`config.mk`:
```
export PLATFORM = sky130hd
export DESIGN_NAME = halton_radical_inverse_2d_core
export DESIGN_NICKNAME = d
export VERILOG_FILES = /design/src/rtl/core/hri_pkg.sv /design/src/rtl/core/hri_ctrl.sv /design/src/rtl/core/hri_datapath.sv /design/src/rtl/core/halton_radical_inverse_2d_core.sv
export VERILOG_INCLUDE_DIRS = /design/src /design/src/rtl/core
export SDC_FILE = /design/constraint.sdc
export NUM_CORES = 2
export LEC_CHECK = 0
export BUFFER_PORTS_ARGS = -buffer_cell sky130_fd_sc_hd__buf_2
export CAP_MARGIN = 20
export CORE_ASPECT_RATIO = 1.75
export CORE_MARGIN = 5
export CORE_UTILIZATION = 55
export DETAILED_ROUTE_END_ITERATION = 8
export PLACE_DENSITY = 0.85
export SLEW_MARGIN = 20
export SYNTH_ARGS = -nofsm -noshare
export SYNTH_HDL_FRONTEND = slang
export SYNTH_HIERARCHICAL = 1
export SYNTH_SLANG_ARGS = --single-unit
```
`constraint.sdc`:
```
create_clock -name clk -period 13.7 [get_ports clk]
set_input_delay 2.055 -clock clk [delete_from_list [all_inputs] [get_ports clk]]
set_output_delay 2.055 -clock clk [all_outputs]
set_load 0.05 [all_outputs]
```
`src/rtl/core/halton_radical_inverse_2d_core_macros.svh`:
```
// Assertion helpers for the Halton point core.
`ifndef HALTON_RADICAL_INVERSE_2D_CORE_MACROS_SVH
`define HALTON_RADICAL_INVERSE_2D_CORE_MACROS_SVH

// Same-cycle implication, switched off while in reset
`define HRI_ASSERT_IMP(lbl, ck, rst_n, ante, cons, msg) \
	lbl: assert property (@(posedge ck) disable iff (!rst_n) (ante) |-> (cons)) \
		else $error(msg);

// Next-cycle implication, switched off while in reset
`define HRI_ASSERT_NXT(lbl, ck, rst_n, ante, cons, msg) \
	lbl: assert property (@(posedge ck) disable iff (!rst_n) (ante) |=> (cons)) \
		else $error(msg);

`endif

```
`src/rtl/core/hri_pkg.sv`:
```
`default_nettype none

package hri_pkg;

	// Configuration port
	localparam int CFG_IDX_W  = 2;
	localparam int CFG_DATA_W = 5;

	localparam logic [CFG_IDX_W-1:0] REG_BASE_X    = 2'd0;
	localparam logic [CFG_IDX_W-1:0] REG_BASE_Y    = 2'd1;
	localparam logic [CFG_IDX_W-1:0] REG_SKIP_ZERO = 2'd2;

	localparam logic [CFG_DATA_W-1:0] RST_BASE_X    = 5'd2;
	localparam logic [CFG_DATA_W-1:0] RST_BASE_Y    = 5'd3;
	localparam logic                  RST_SKIP_ZERO = 1'b1;

	// Result precision and digit divider chunk (bits per cycle)
	localparam int FRAC_W  = 32;
	localparam int CHUNK_W = 8;

	typedef enum logic [1:0] {
		ST_IDLE,
		ST_DIGIT,
		ST_FRAC
	} hri_state_t;

	// Controller to datapath
	typedef struct packed {
		logic load;
		logic digit_run;
		logic frac_init;
		logic frac_run;
		logic push;
	} hri_cmd_t;

	// Datapath to controller
	typedef struct packed {
		logic digits_done;
		logic frac_last;
	} hri_status_t;

endpackage

`default_nettype wire

```
`src/rtl/core/hri_ctrl.sv`:
```
`default_nettype none

module hri_ctrl import hri_pkg::*; (
	input  wire         clk,
	input  wire         arst_n,
	input  wire         in_valid,
	input  wire         out_busy,
	input  hri_status_t status,
	output logic        ready,
	output hri_cmd_t    cmd
);

	hri_state_t state_q;
	hri_state_t state_nx;

	// State register
	always_ff @(posedge clk or negedge arst_n) begin
		if (!arst_n) begin
			state_q <= ST_IDLE;
		end else begin
			state_q <= state_nx;
		end
	end

	// Next state
	always_comb begin
		state_nx = state_q;
		case (state_q)
			ST_IDLE: begin
				if (in_valid) state_nx = ST_DIGIT;
			end
			ST_DIGIT: begin
				if (status.digits_done) state_nx = ST_FRAC;
			end
			ST_FRAC: begin
				if (status.frac_last && !out_busy) state_nx = ST_IDLE;
			end
			default: state_nx = ST_IDLE;
		endcase
	end

	// Commands
	always_comb begin
		ready = 1'b0;
		cmd   = '0;
		case (state_q)
			ST_IDLE: begin
				ready    = 1'b1;
				cmd.load = in_valid;
			end
			ST_DIGIT: begin
				if (status.digits_done) begin
					cmd.frac_init = 1'b1;
				end else begin
					cmd.digit_run = 1'b1;
				end
			end
			ST_FRAC: begin
				// last bit waits until the output register is free
				cmd.frac_run = !status.frac_last || !out_busy;
				cmd.push     = status.frac_last && !out_busy;
			end
			default: begin
				ready = 1'b0;
			end
		endcase
	end

endmodule

`default_nettype wire

```
`src/rtl/core/hri_datapath.sv`:
```
`default_nettype none

module hri_datapath import hri_pkg::*; #(
	parameter int INDEX_WIDTH = 32,
	parameter int MAX_BASE    = 16
) (
	input  wire                   clk,
	input  wire                   arst_n,
	input  hri_cmd_t              cmd,
	input  wire [INDEX_WIDTH-1:0] index,
	input  wire [CFG_DATA_W-1:0]  base_x,
	input  wire [CFG_DATA_W-1:0]  base_y,
	input  wire                   skip_zero,
	output hri_status_t           status,
	output logic [FRAC_W-1:0]     x_res,
	output logic [FRAC_W-1:0]     y_res
);

	localparam int NW      = INDEX_WIDTH + 1;
	localparam int BW      = $clog2(MAX_BASE + 1);
	localparam int DW      = NW + BW;
	localparam int NCH     = (NW + CHUNK_W - 1) / CHUNK_W;
	localparam int NP      = NCH * CHUNK_W;
	localparam int CNT_TOP = (NCH + 1 > FRAC_W) ? NCH + 1 : FRAC_W;
	localparam int CW      = $clog2(CNT_TOP);

	logic [CW-1:0]         cnt_q;
	logic [NW-1:0]         n_load;
	logic [CFG_DATA_W-1:0] raw [2];
	logic [FRAC_W-1:0]     res [2];
	logic [1:0]            lane_zero;

	// Clamp a base register into 2..MAX_BASE
	function automatic logic [BW-1:0] clamp_base(input logic [CFG_DATA_W-1:0] b);
		if (int'(b) < 2) return BW'(2);
		else if (int'(b) > MAX_BASE) return BW'(MAX_BASE);
		else return BW'(b);
	endfunction

	// Sample number, plus one when skip_zero is set, without wrap
	assign n_load = NW'(index) + NW'(skip_zero);
	assign raw[0] = base_x;
	assign raw[1] = base_y;
	assign x_res  = res[0];
	assign y_res  = res[1];

	// Shared step counter: digit rounds of NCH chunks plus one update, then fraction bits
	always_ff @(posedge clk or negedge arst_n) begin
		if (!arst_n) begin
			cnt_q <= '0;
		end else if (cmd.load || cmd.frac_init) begin
			cnt_q <= '0;
		end else if (cmd.digit_run) begin
			cnt_q <= (cnt_q == CW'(NCH)) ? '0 : cnt_q + 1'b1;
		end else if (cmd.frac_run) begin
			cnt_q <= cnt_q + 1'b1;
		end
	end

	assign status.digits_done = (cnt_q == '0) && (&lane_zero);
	assign status.frac_last   = (cnt_q == CW'(FRAC_W - 1));

	for (genvar l = 0; l < 2; l++) begin : g_lane
		logic [BW-1:0]      base_q;
		logic [NW-1:0]      num_q;
		logic [NP-1:0]      sh_q;
		logic [NP-1:0]      qt_q;
		logic [BW-1:0]      rm_q;
		logic [DW-1:0]      rev_q;
		logic [DW-1:0]      den_q;
		logic [DW-1:0]      rem_q;
		logic [FRAC_W-1:0]  frac_q;
		logic [CHUNK_W-1:0] qb;
		logic [BW-1:0]      rm_nx;
		logic [DW+BW-1:0]   rev_prod;
		logic [DW+BW-1:0]   den_prod;
		logic [DW:0]        r2;
		logic [DW:0]        r2_diff;
		logic               fb;
		logic [DW-1:0]      rem_nx;

		// One chunk of the digit division: CHUNK_W restoring steps on a narrow remainder
		always_comb begin
			logic [BW:0]   t;
			logic [BW-1:0] r;
			r  = rm_q;
			qb = '0;
			for (int j = 0; j < CHUNK_W; j++) begin
				t = {r, sh_q[NP-1-j]};
				if (t >= {1'b0, base_q}) begin
					t                 = t - {1'b0, base_q};
					qb[CHUNK_W-1-j]   = 1'b1;
				end
				r = t[BW-1:0];
			end
			rm_nx = r;
		end

		// Digit packing: rev = rev*b + d, den = den*b
		assign rev_prod = (DW+BW)'(rev_q) * (DW+BW)'(base_q) + (DW+BW)'(rm_q);
		assign den_prod = (DW+BW)'(den_q) * (DW+BW)'(base_q);

		// One bit of rev/den long division
		assign r2      = {rem_q, 1'b0};
		assign r2_diff = r2 - {1'b0, den_q};
		assign fb      = (r2 >= {1'b0, den_q});
		assign rem_nx  = fb ? r2_diff[DW-1:0] : r2[DW-1:0];

		assign lane_zero[l] = (num_q == '0);
		assign res[l]       = {frac_q[FRAC_W-2:0], fb};

		always_ff @(posedge clk) begin
			if (cmd.load) begin
				base_q <= clamp_base(raw[l]);
				num_q  <= n_load;
				sh_q   <= NP'(n_load);
				rm_q   <= '0;
				rev_q  <= '0;
				den_q  <= DW'(1);
			end else if (cmd.digit_run && !lane_zero[l]) begin
				if (cnt_q == CW'(NCH)) begin
					// round end: quotient becomes the new number
					num_q <= qt_q[NW-1:0];
					sh_q  <= qt_q;
					rm_q  <= '0;
					rev_q <= rev_prod[DW-1:0];
					den_q <= den_prod[DW-1:0];
				end else begin
					sh_q <= sh_q << CHUNK_W;
					qt_q <= {qt_q[NP-CHUNK_W-1:0], qb};
					rm_q <= rm_nx;
				end
			end else if (cmd.frac_init) begin
				rem_q <= rev_q;
			end else if (cmd.frac_run) begin
				rem_q  <= rem_nx;
				frac_q <= {frac_q[FRAC_W-2:0], fb};
			end
		end
	end

endmodule

`default_nettype wire

```
`src/rtl/core/halton_radical_inverse_2d_core.sv`:
```
// Channel | Handshake            | Payload
// --------+----------------------+----------------------------------
// in      | in_valid / in_stall  | index
// out     | out_valid / out_stall| x_frac, y_frac
// cfg     | cfg_we               | cfg_addr, cfg_wdata
//
// One item at a time. Each base-digit round walks NCH = ceil((INDEX_WIDTH+1)/8)
// chunks and then one update; rounds run until the numbers of both axes reach zero,
// and then the fraction bits follow.
// The digit divider takes 8 index bits a cycle; the fraction divider one bit a cycle, but for a stalled last bit.
// Reset puts the controller idle, empties the output register, loads the reset bases.
// A stalled result holds the last fraction bit until the output register frees;
// a new item is taken while a finished result still waits.
`default_nettype none
`include "halton_radical_inverse_2d_core_macros.svh"

module halton_radical_inverse_2d_core import hri_pkg::*; #(
	parameter int INDEX_WIDTH = 32,
	parameter int MAX_BASE    = 16
) (
	input  wire                   clk,
	input  wire                   arst_n,
	input  wire                   cfg_we,
	input  wire [CFG_IDX_W-1:0]   cfg_addr,
	input  wire [CFG_DATA_W-1:0]  cfg_wdata,
	input  wire                   in_valid,
	output logic                  in_stall,
	input  wire [INDEX_WIDTH-1:0] index,
	output logic                  out_valid,
	input  wire                   out_stall,
	output logic [FRAC_W-1:0]     x_frac,
	output logic [FRAC_W-1:0]     y_frac
);

	logic [CFG_DATA_W-1:0] base_x_q;
	logic [CFG_DATA_W-1:0] base_y_q;
	logic                  skip_zero_q;
	logic                  out_valid_q;
	logic [FRAC_W-1:0]     x_q;
	logic [FRAC_W-1:0]     y_q;
	logic [FRAC_W-1:0]     x_res;
	logic [FRAC_W-1:0]     y_res;
	logic                  ready;
	logic                  out_busy;
	logic                  cmd_work;
	hri_cmd_t              cmd;
	hri_status_t           status;

	// Configuration registers
	always_ff @(posedge clk or negedge arst_n) begin
		if (!arst_n) begin
			base_x_q    <= RST_BASE_X;
			base_y_q    <= RST_BASE_Y;
			skip_zero_q <= RST_SKIP_ZERO;
		end else if (cfg_we) begin
			case (cfg_addr)
				REG_BASE_X:    base_x_q    <= cfg_wdata;
				REG_BASE_Y:    base_y_q    <= cfg_wdata;
				REG_SKIP_ZERO: skip_zero_q <= cfg_wdata[0];
				default: ;
			endcase
		end
	end

	hri_ctrl u_ctrl (
		.clk      (clk),
		.arst_n   (arst_n),
		.in_valid (in_valid),
		.out_busy (out_busy),
		.status   (status),
		.ready    (ready),
		.cmd      (cmd)
	);

	hri_datapath #(
		.INDEX_WIDTH (INDEX_WIDTH),
		.MAX_BASE    (MAX_BASE)
	) u_datapath (
		.clk       (clk),
		.arst_n    (arst_n),
		.cmd       (cmd),
		.index     (index),
		.base_x    (base_x_q),
		.base_y    (base_y_q),
		.skip_zero (skip_zero_q),
		.status    (status),
		.x_res     (x_res),
		.y_res     (y_res)
	);

	// Output register
	assign out_busy = out_valid_q && out_stall;

	always_ff @(posedge clk or negedge arst_n) begin
		if (!arst_n) begin
			out_valid_q <= 1'b0;
		end else if (cmd.push) begin
			out_valid_q <= 1'b1;
		end else if (!out_stall) begin
			out_valid_q <= 1'b0;
		end
	end

	always_ff @(posedge clk) begin
		if (cmd.push) begin
			x_q <= x_res;
			y_q <= y_res;
		end
	end

	assign in_stall  = !ready;
	assign out_valid = out_valid_q;
	assign x_frac    = x_q;
	assign y_frac    = y_q;

	// datapath busy with digit, fraction or push work
	assign cmd_work = cmd.push || cmd.frac_run || cmd.digit_run;

	// Checks
	`HRI_ASSERT_NXT(a_busy_after_take, clk, arst_n, in_valid && !in_stall, in_stall, "not busy")
	`HRI_ASSERT_IMP(a_push_slot_free, clk, arst_n, cmd.push, !out_busy, "push over a stalled item")
	`HRI_ASSERT_NXT(a_push_shows, clk, arst_n, cmd.push, out_valid_q, "pushed result not shown")
	`HRI_ASSERT_IMP(a_load_alone, clk, arst_n, cmd.load, !cmd_work, "load overlaps datapath work")

endmodule

`default_nettype wire
```
# After elaboration in Yosys (flattened, before gate mapping)
# Cells that the tools add are included.
# op_classes
bitwise_logic	5
eq_ne	10
div	0
n_shift	0
reduce_logical	39
order_cmp	22
addsub	22
multipliers	4
n_mux	70
# op_table
operator	n
two-way mux 33 bit	10
two-way mux 38 bit	6
multiplier 38 x 5 -> 38 bit	4
two-way mux 5 bit	24
greater-or-equal comparator 6 x 5 -> 1 bit	16
two-way mux 40 bit	2
subtractor 5 bit	16
greater-or-equal comparator 39 x 38 -> 1 bit	2
adder 38 x 5 -> 38 bit	2
subtractor 38 bit	2
zero test 33 bit	2
adder 32 x 1 -> 33 bit	1
two-way mux 1 bit	22
AND reduction 2 bit	8
AND reduction 3 bit	5
> comparator 5 bit (second input constant)	2
< comparator 5 x 2 -> 1 bit (second input constant)	2
two-way mux 2 bit	5
AND reduction 4 bit	2
nonzero test 2 bit	4
case mux 2 bit (3 select lines)	1
adder 5 x 1 -> 5 bit (second input constant)	1
== test 5 x 3 -> 1 bit (second input constant)	1
== test 5 bit (second input constant)	1
other kinds (12)	31
# totals
ff_bits	619
memories	0
ramBits	0
rom_bits	0
latchBits	0

# Longest topological paths before layout
# depth
word_depth	17
depth_mapped	79

# Hierarchy
# The synthesis kept the hierarchy.
# modules_own_cells
module	instances	cells_per_inst	area_each_um2	seq_area_each_um2
hri_datapath	1	5434	49821.5	14458.9
halton_radical_inverse_2d_core	1	93	2401.1	2227.1
hri_ctrl	1	14	125.1	50.0

# Worst setup path before layout
# No wires, ideal clock.
# synth_path
kind	reg-to-reg
startpoint	register u_datapath.g_lane[1].base_q[1]
endpoint	register u_datapath.g_lane[1].rm_q[3]
period_less_slack_ns	13.993
arrival_time_ns	13.871
setup_ns	0.122
t_required_ns	13.578
path_stages_with_launch	77
path_slack_ns	-0.293
cell_sequence	edfxtp_1 clkbuf_1 inv_2 buf_1 fa_1 nand3_1 a31o_1 nand2_1 mux2i_1 inv_1 ha_1 and4_1 o21a_1 nor3_4 inv_2 nand2_1 a21boi_0 inv_1 (+41 left out) nor2b_1 o21ai_0 nand2b_1 a41o_1 a21oi_1 and3_1 a32o_1 a21o_1 ha_1 nor2b_1 o21ai_0 nand2b_1 a41o_1 a21o_1 a211o_1 buf_2 mux2i_1 a22o_1
# synth_via
elab_chain_len	17
elab_cells_between_ends	25
# synth_lines
element	line_no	rtl
start, declared	hri_datapath.sv:64	logic [BW-1:0] base_q;
start signal, assigned	hri_datapath.sv:114	base_q <= clamp_base(raw[l]);
subtractor 5 bit / greater-or-equal comparator 6 x 5 -> 1 bit (equally long branches)	hri_datapath.sv:91, hri_datapath.sv:90	
two-way mux 5 bit	hri_datapath.sv:90	if (t >= {1'b0, base_q}) begin
subtractor 5 bit / greater-or-equal comparator 6 x 5 -> 1 bit (equally long branches)	hri_datapath.sv:91, hri_datapath.sv:90	
two-way mux 5 bit	hri_datapath.sv:90	
subtractor 5 bit / greater-or-equal comparator 6 x 5 -> 1 bit (equally long branches)	hri_datapath.sv:91, hri_datapath.sv:90	
two-way mux 5 bit	hri_datapath.sv:90	
subtractor 5 bit / greater-or-equal comparator 6 x 5 -> 1 bit (equally long branches)	hri_datapath.sv:91, hri_datapath.sv:90	
two-way mux 5 bit	hri_datapath.sv:90	
greater-or-equal comparator 6 x 5 -> 1 bit / subtractor 5 bit (equally long branches)	hri_datapath.sv:90, hri_datapath.sv:91	
two-way mux 5 bit	hri_datapath.sv:90	
subtractor 5 bit / greater-or-equal comparator 6 x 5 -> 1 bit (equally long branches)	hri_datapath.sv:91, hri_datapath.sv:90	
two-way mux 5 bit	hri_datapath.sv:90	
subtractor 5 bit / greater-or-equal comparator 6 x 5 -> 1 bit (equally long branches)	hri_datapath.sv:91, hri_datapath.sv:90	
two-way mux 5 bit	hri_datapath.sv:90	
subtractor 5 bit / greater-or-equal comparator 6 x 5 -> 1 bit (equally long branches)	hri_datapath.sv:91, hri_datapath.sv:90	
two-way mux 5 bit *	hri_datapath.sv:90	
two-way mux 5 bit *	hri_datapath.sv:121	if (cnt_q == CW'(NCH)) begin
end signal, assigned	hri_datapath.sv:131	rm_q <= rm_nx;
end, declared	hri_datapath.sv:68	logic [BW-1:0] rm_q;
# Mark *: on every way between the ends. The rest lies on a longest branch, timed or not.
# A chain may end at the register's enable or synchronous reset.

# Worst setup path in the final report
# layout_path
startpoint	register u_datapath.g_lane[0].sh_q[39]
endpoint	register u_datapath.g_lane[0].qt_q[0] (data pin)
# layout_via
elab_chain_len	16
elab_cells_between_ends	23
# layout_lines
element	line_no	rtl
start, declared	hri_datapath.sv:66	logic [NP-1:0] sh_q;
start signal, assigned	hri_datapath.sv:116	sh_q <= NP'(n_load);
start signal, assigned	hri_datapath.sv:124	sh_q <= qt_q;
start signal, assigned	hri_datapath.sv:129	sh_q <= sh_q << CHUNK_W;
subtractor 5 bit / greater-or-equal comparator 6 x 5 -> 1 bit (equally long branches)	hri_datapath.sv:91, hri_datapath.sv:90	
two-way mux 5 bit *	hri_datapath.sv:90	
subtractor 5 bit / greater-or-equal comparator 6 x 5 -> 1 bit (equally long branches)	hri_datapath.sv:91, hri_datapath.sv:90	
two-way mux 5 bit *	hri_datapath.sv:90	
subtractor 5 bit / greater-or-equal comparator 6 x 5 -> 1 bit (equally long branches)	hri_datapath.sv:91, hri_datapath.sv:90	
two-way mux 5 bit *	hri_datapath.sv:90	
subtractor 5 bit / greater-or-equal comparator 6 x 5 -> 1 bit (equally long branches)	hri_datapath.sv:91, hri_datapath.sv:90	
two-way mux 5 bit *	hri_datapath.sv:90	
subtractor 5 bit / greater-or-equal comparator 6 x 5 -> 1 bit (equally long branches)	hri_datapath.sv:91, hri_datapath.sv:90	
two-way mux 5 bit *	hri_datapath.sv:90	
greater-or-equal comparator 6 x 5 -> 1 bit / subtractor 5 bit (equally long branches)	hri_datapath.sv:90, hri_datapath.sv:91	
two-way mux 5 bit *	hri_datapath.sv:90	
subtractor 5 bit / greater-or-equal comparator 6 x 5 -> 1 bit (equally long branches)	hri_datapath.sv:91, hri_datapath.sv:90	
two-way mux 5 bit *	hri_datapath.sv:90	
greater-or-equal comparator 6 x 5 -> 1 bit *	hri_datapath.sv:90	
two-way mux 1 bit *	hri_datapath.sv:90	
end signal, assigned	hri_datapath.sv:130	qt_q <= {qt_q[NP-CHUNK_W-1:0], qb};
end, declared	hri_datapath.sv:67	logic [NP-1:0] qt_q;
# Marked as above.

==> results.tsv <==
stage	metric	value	unit
place	hpwlAfterDp	103000	µm
synth	synthDistinctLibCells	97	
floorplanning	core_area	94300	µm²
place	place_congestion	0.932	
timing	hold_viol	0	
clock_tree	clk_pin_slew	0.07	ns
clock_tree	cts-root-buf	clkbuf_16	
clock_tree	cts_made_buffers	59	
global_routing	grt_max_degree	208	
clock_tree	clock_sinks	619	
global_routing	grt_pass1_vias	44100	
global_routing	antenna_found_initial	4	
place	place_area	54400	µm²
synth	synth_top_area_cell	edfxtp_1	
finish	multi_input_comb_area	32900	µm²
synth	synth_enable_flop_cells	424	
synth	synth_nets	6403	
drt	dr.pass1.iters	6	
floorplanning	die_h	418	µm
setup_path	worstPathArrival	13.62	ns
synth	synthFlopType	edfxtp_1	
floorplanning	die_x	243	µm
drt	antenna_left	0	
clock_tree	cts_tree	yes	
timing	finalSetupTns	0	ns
drt	dr.first_iter.drc_count	3365	
setup_path	cp_slowest_cell	fa_1	
timing	slew_headroom	0.259	
drt	drc	0	
global_routing	grt.total_usage	0.274	
finish	areaGrowthSynthToFinish	8.83	%
finish	seqCellArea	16700	µm²
floorplanning	dieArea	102000	µm²
hold_path	hold_class	flop to flop	
floorplanning	num_io_pins	110	
setup_path	crit_path_max_fanout	7	
job	drv_cap	0	
setup_path	endpoint_kind	flop	
place	port-buffer-count	109	
setup_path	startpoint_type	flop	
global_routing	grt_remaining_overflow	0	
finish	fillCellCount	7549	
timing	setup_viol	0	
setup_path	required	14.06	ns
finish	nNetsFinal	6480	
synth	syn_area	52300	µm²
drt	routedWlPerCell	20.7	µm
drt	vias	41900	
clock_tree	cts_max_level	2	
drt	drt_wl_total	142000	µm
synth	synth_top_area_frac	0.243	
timing	worst_clock_skew	0.0898	ns
clock_tree	clk_path_buf_depth	3	
setup_path	max_stage_delay	0.40	ns
timing	finalCriticalPeriod	13.27	ns
timing	min_period_over_period	0.969	
clock_tree	cts_hold_buf	0	
finish	fin_area	57000	µm²
synth	synth.area.top_cells	edfxtp_1 24%, fa_1 16%, ha_1 9.3%	
floorplanning	num_rows	149	
synth	async_flop_share	0.0307	
synth	avgSynthCellArea	9.45	µm²
global_routing	grt_pass1_wl	227000	µm
setup_path	crit_top_cell	ha_1	
timing	max_freq	0.0754	GHz
finish	drive_gt1_frac	0.0838	
synth	synth_seq_cells	619	
timing	whs	0.400	ns
timing	tightest_slew	1.10	ns
run_status	status	finished clean	
setup_path	crit_type	flop to flop	
drt	via_per_inst	6.09	
timing	slew_viol_final	0	
floorplanning	start_util	0.555	
synth	synthCells	5541	
synth	yosysWarningCount	6	
synth	yosysSeqAreaShare	0.320	
clock_tree	insertion_delay	0.69	ns
## metal layers
layer  vias to the layer above  global-route usage  part of all wire
met1                     20500               0.303              0.35
met3                       618              0.0323             0.064
met2                      1837               0.496              0.51
met5                         -                   0           0.00012
met4                         2               0.179             0.076
li1                      18900                   -                 -
## what timing repair did
action,CTS,global route
hold endpoints to repair,0,0
resized for setup,10,71
setup endpoints to repair,12,12
pin swaps,0,19
cloned,0,0
setup buffers,1,19
## sequential cells by signal, summed over array words and instances (netlist names)
signal	count
u_datapath/g_lane.base_q	10
u_datapath/g_lane.num_q	66
base_y_q	5
u_datapath/g_lane.qt_q	80
skip_zero_q	1
u_datapath/g_lane.sh_q	80
y_frac	32
out_valid	1
u_datapath/g_lane.frac_q	62
u_datapath/g_lane.rm_q	10
u_datapath/g_lane.rem_q	76
base_x_q	5
u_datapath/g_lane.den_q	76
x_frac	32
u_datapath/g_lane.rev_q	76
u_datapath/cnt_q	5
u_ctrl/state_q	2
## critical path, delay by kind of cell, from the launching register on
family          cells  cell delay, ns
compound gates     26            5.26
simple gates       11            1.97
fa+ha+maj           9            2.80
buf+inv             2            0.11
mux                 8            2.44
flops               1            0.32
## synthesized netlist by cell type, drive strengths merged (36+ instances only)
library cell / n
xor2: 86
dfxtp: 176
nand3: 66
and3: 36
xnor2: 189
edfxtp: 424
mux2: 50
a21o: 132
nor3: 54
nand2b: 49
nor2b: 39
ha: 388
clkbuf: 167
nor2: 292
mux2i: 108
fa: 430
nand2: 857
a21oi: 349
and2: 238
inv: 620
o21ai: 261
o21a: 44
## cells by family after synthesis
logic type	synth area share
AOI/OAI and AO/OA	0.131
muxes	0.0318
adders and majority gates	0.257
DFF	0.320
buffers and inverters	0.0596
xor gates and xnor gates	0.0460
and+or+nand+nor	0.154
## worst paths after layout
check,start,end,slack (ns),depth (start not counted)
max,u_datapath/g_lane[0].sh_q[39]$_SDFFE_PP0P_,u_datapath/g_lane[0].qt_q[0]$_DFFE_PP_,0.43,56
min,u_datapath/g_lane[0].frac_q[18]$_DFFE_PP_,u_datapath/g_lane[0].frac_q[19]$_DFFE_PP_,0.40,0
max reg2reg,u_datapath/g_lane[0].sh_q[39]$_SDFFE_PP0P_,u_datapath/g_lane[0].qt_q[0]$_DFFE_PP_,0.43,56
min reg2reg,u_datapath/g_lane[0].frac_q[18]$_DFFE_PP_,u_datapath/g_lane[0].frac_q[19]$_DFFE_PP_,0.40,0
max in group asynchronous,arst_n,base_y_q[0]$_DFFE_PN1P_,11.89,1
min in group asynchronous,arst_n,u_datapath/cnt_q[3]$_DFFE_PN0P_,1.36,1
## stage by stage
| step | utilization | std cells | worst slack [ns] |
|---|---|---|---|
| after floorplan | - | 5541 | 0.0383 |
| after global placement | 0.577 | 6745 | -0.0774 |
| after detailed placement | 0.577 | 6745 | -0.399 |
| after CTS | 0.599 | 6858 | 0.00857 |
| after global routing | 0.604 | 6877 | -0.142 |
| final | 0.604 | 6879 | 0.431 |
## final cells by class
class / instances / area share
multi-input combinational: 4100 / 0.578
tap: 1208 / 0.0265
clock inverter: 40 / 0.00883
antenna: 2 / 0.0000878
sequential: 619 / 0.294
clock buffer: 72 / 0.0277
inverter: 621 / 0.0409
timing repair buffer: 217 / 0.0242
## placed cells by master (no fill, tap or decap), types with 15 or more instances in the layout
cell type	netlist	routed
dfxtp_1	176	176
xnor2_1	189	189
a21o_1	132	132
buf_2	2	109
and2_1	238	237
a31oi_1	30	28
buf_4	4	106
o21bai_1	31	31
mux2i_1	107	97
nor2b_1	39	36
nand3_1	66	64
xor2_1	86	86
nand2b_1	49	49
a21oi_1	348	337
nor3_1	51	47
clkbuf_16	0	59
and3_1	36	36
fa_1	430	425
a211oi_1	34	32
mux2_2	45	45
a21boi_0	23	19
o21ai_0	255	244
nor4_1	21	20
edfxtp_1	424	424
o21a_1	44	44
or3_1	20	20
nor2_1	291	283
nand2_1	857	854
nand4_1	27	27
inv_1	615	614
dfrtp_1	15	15
o31ai_1	27	27
ha_1	388	383
Power is not shown: default switching activity piles up to over one toggle a cycle in this logic, so the estimate is an artifact.
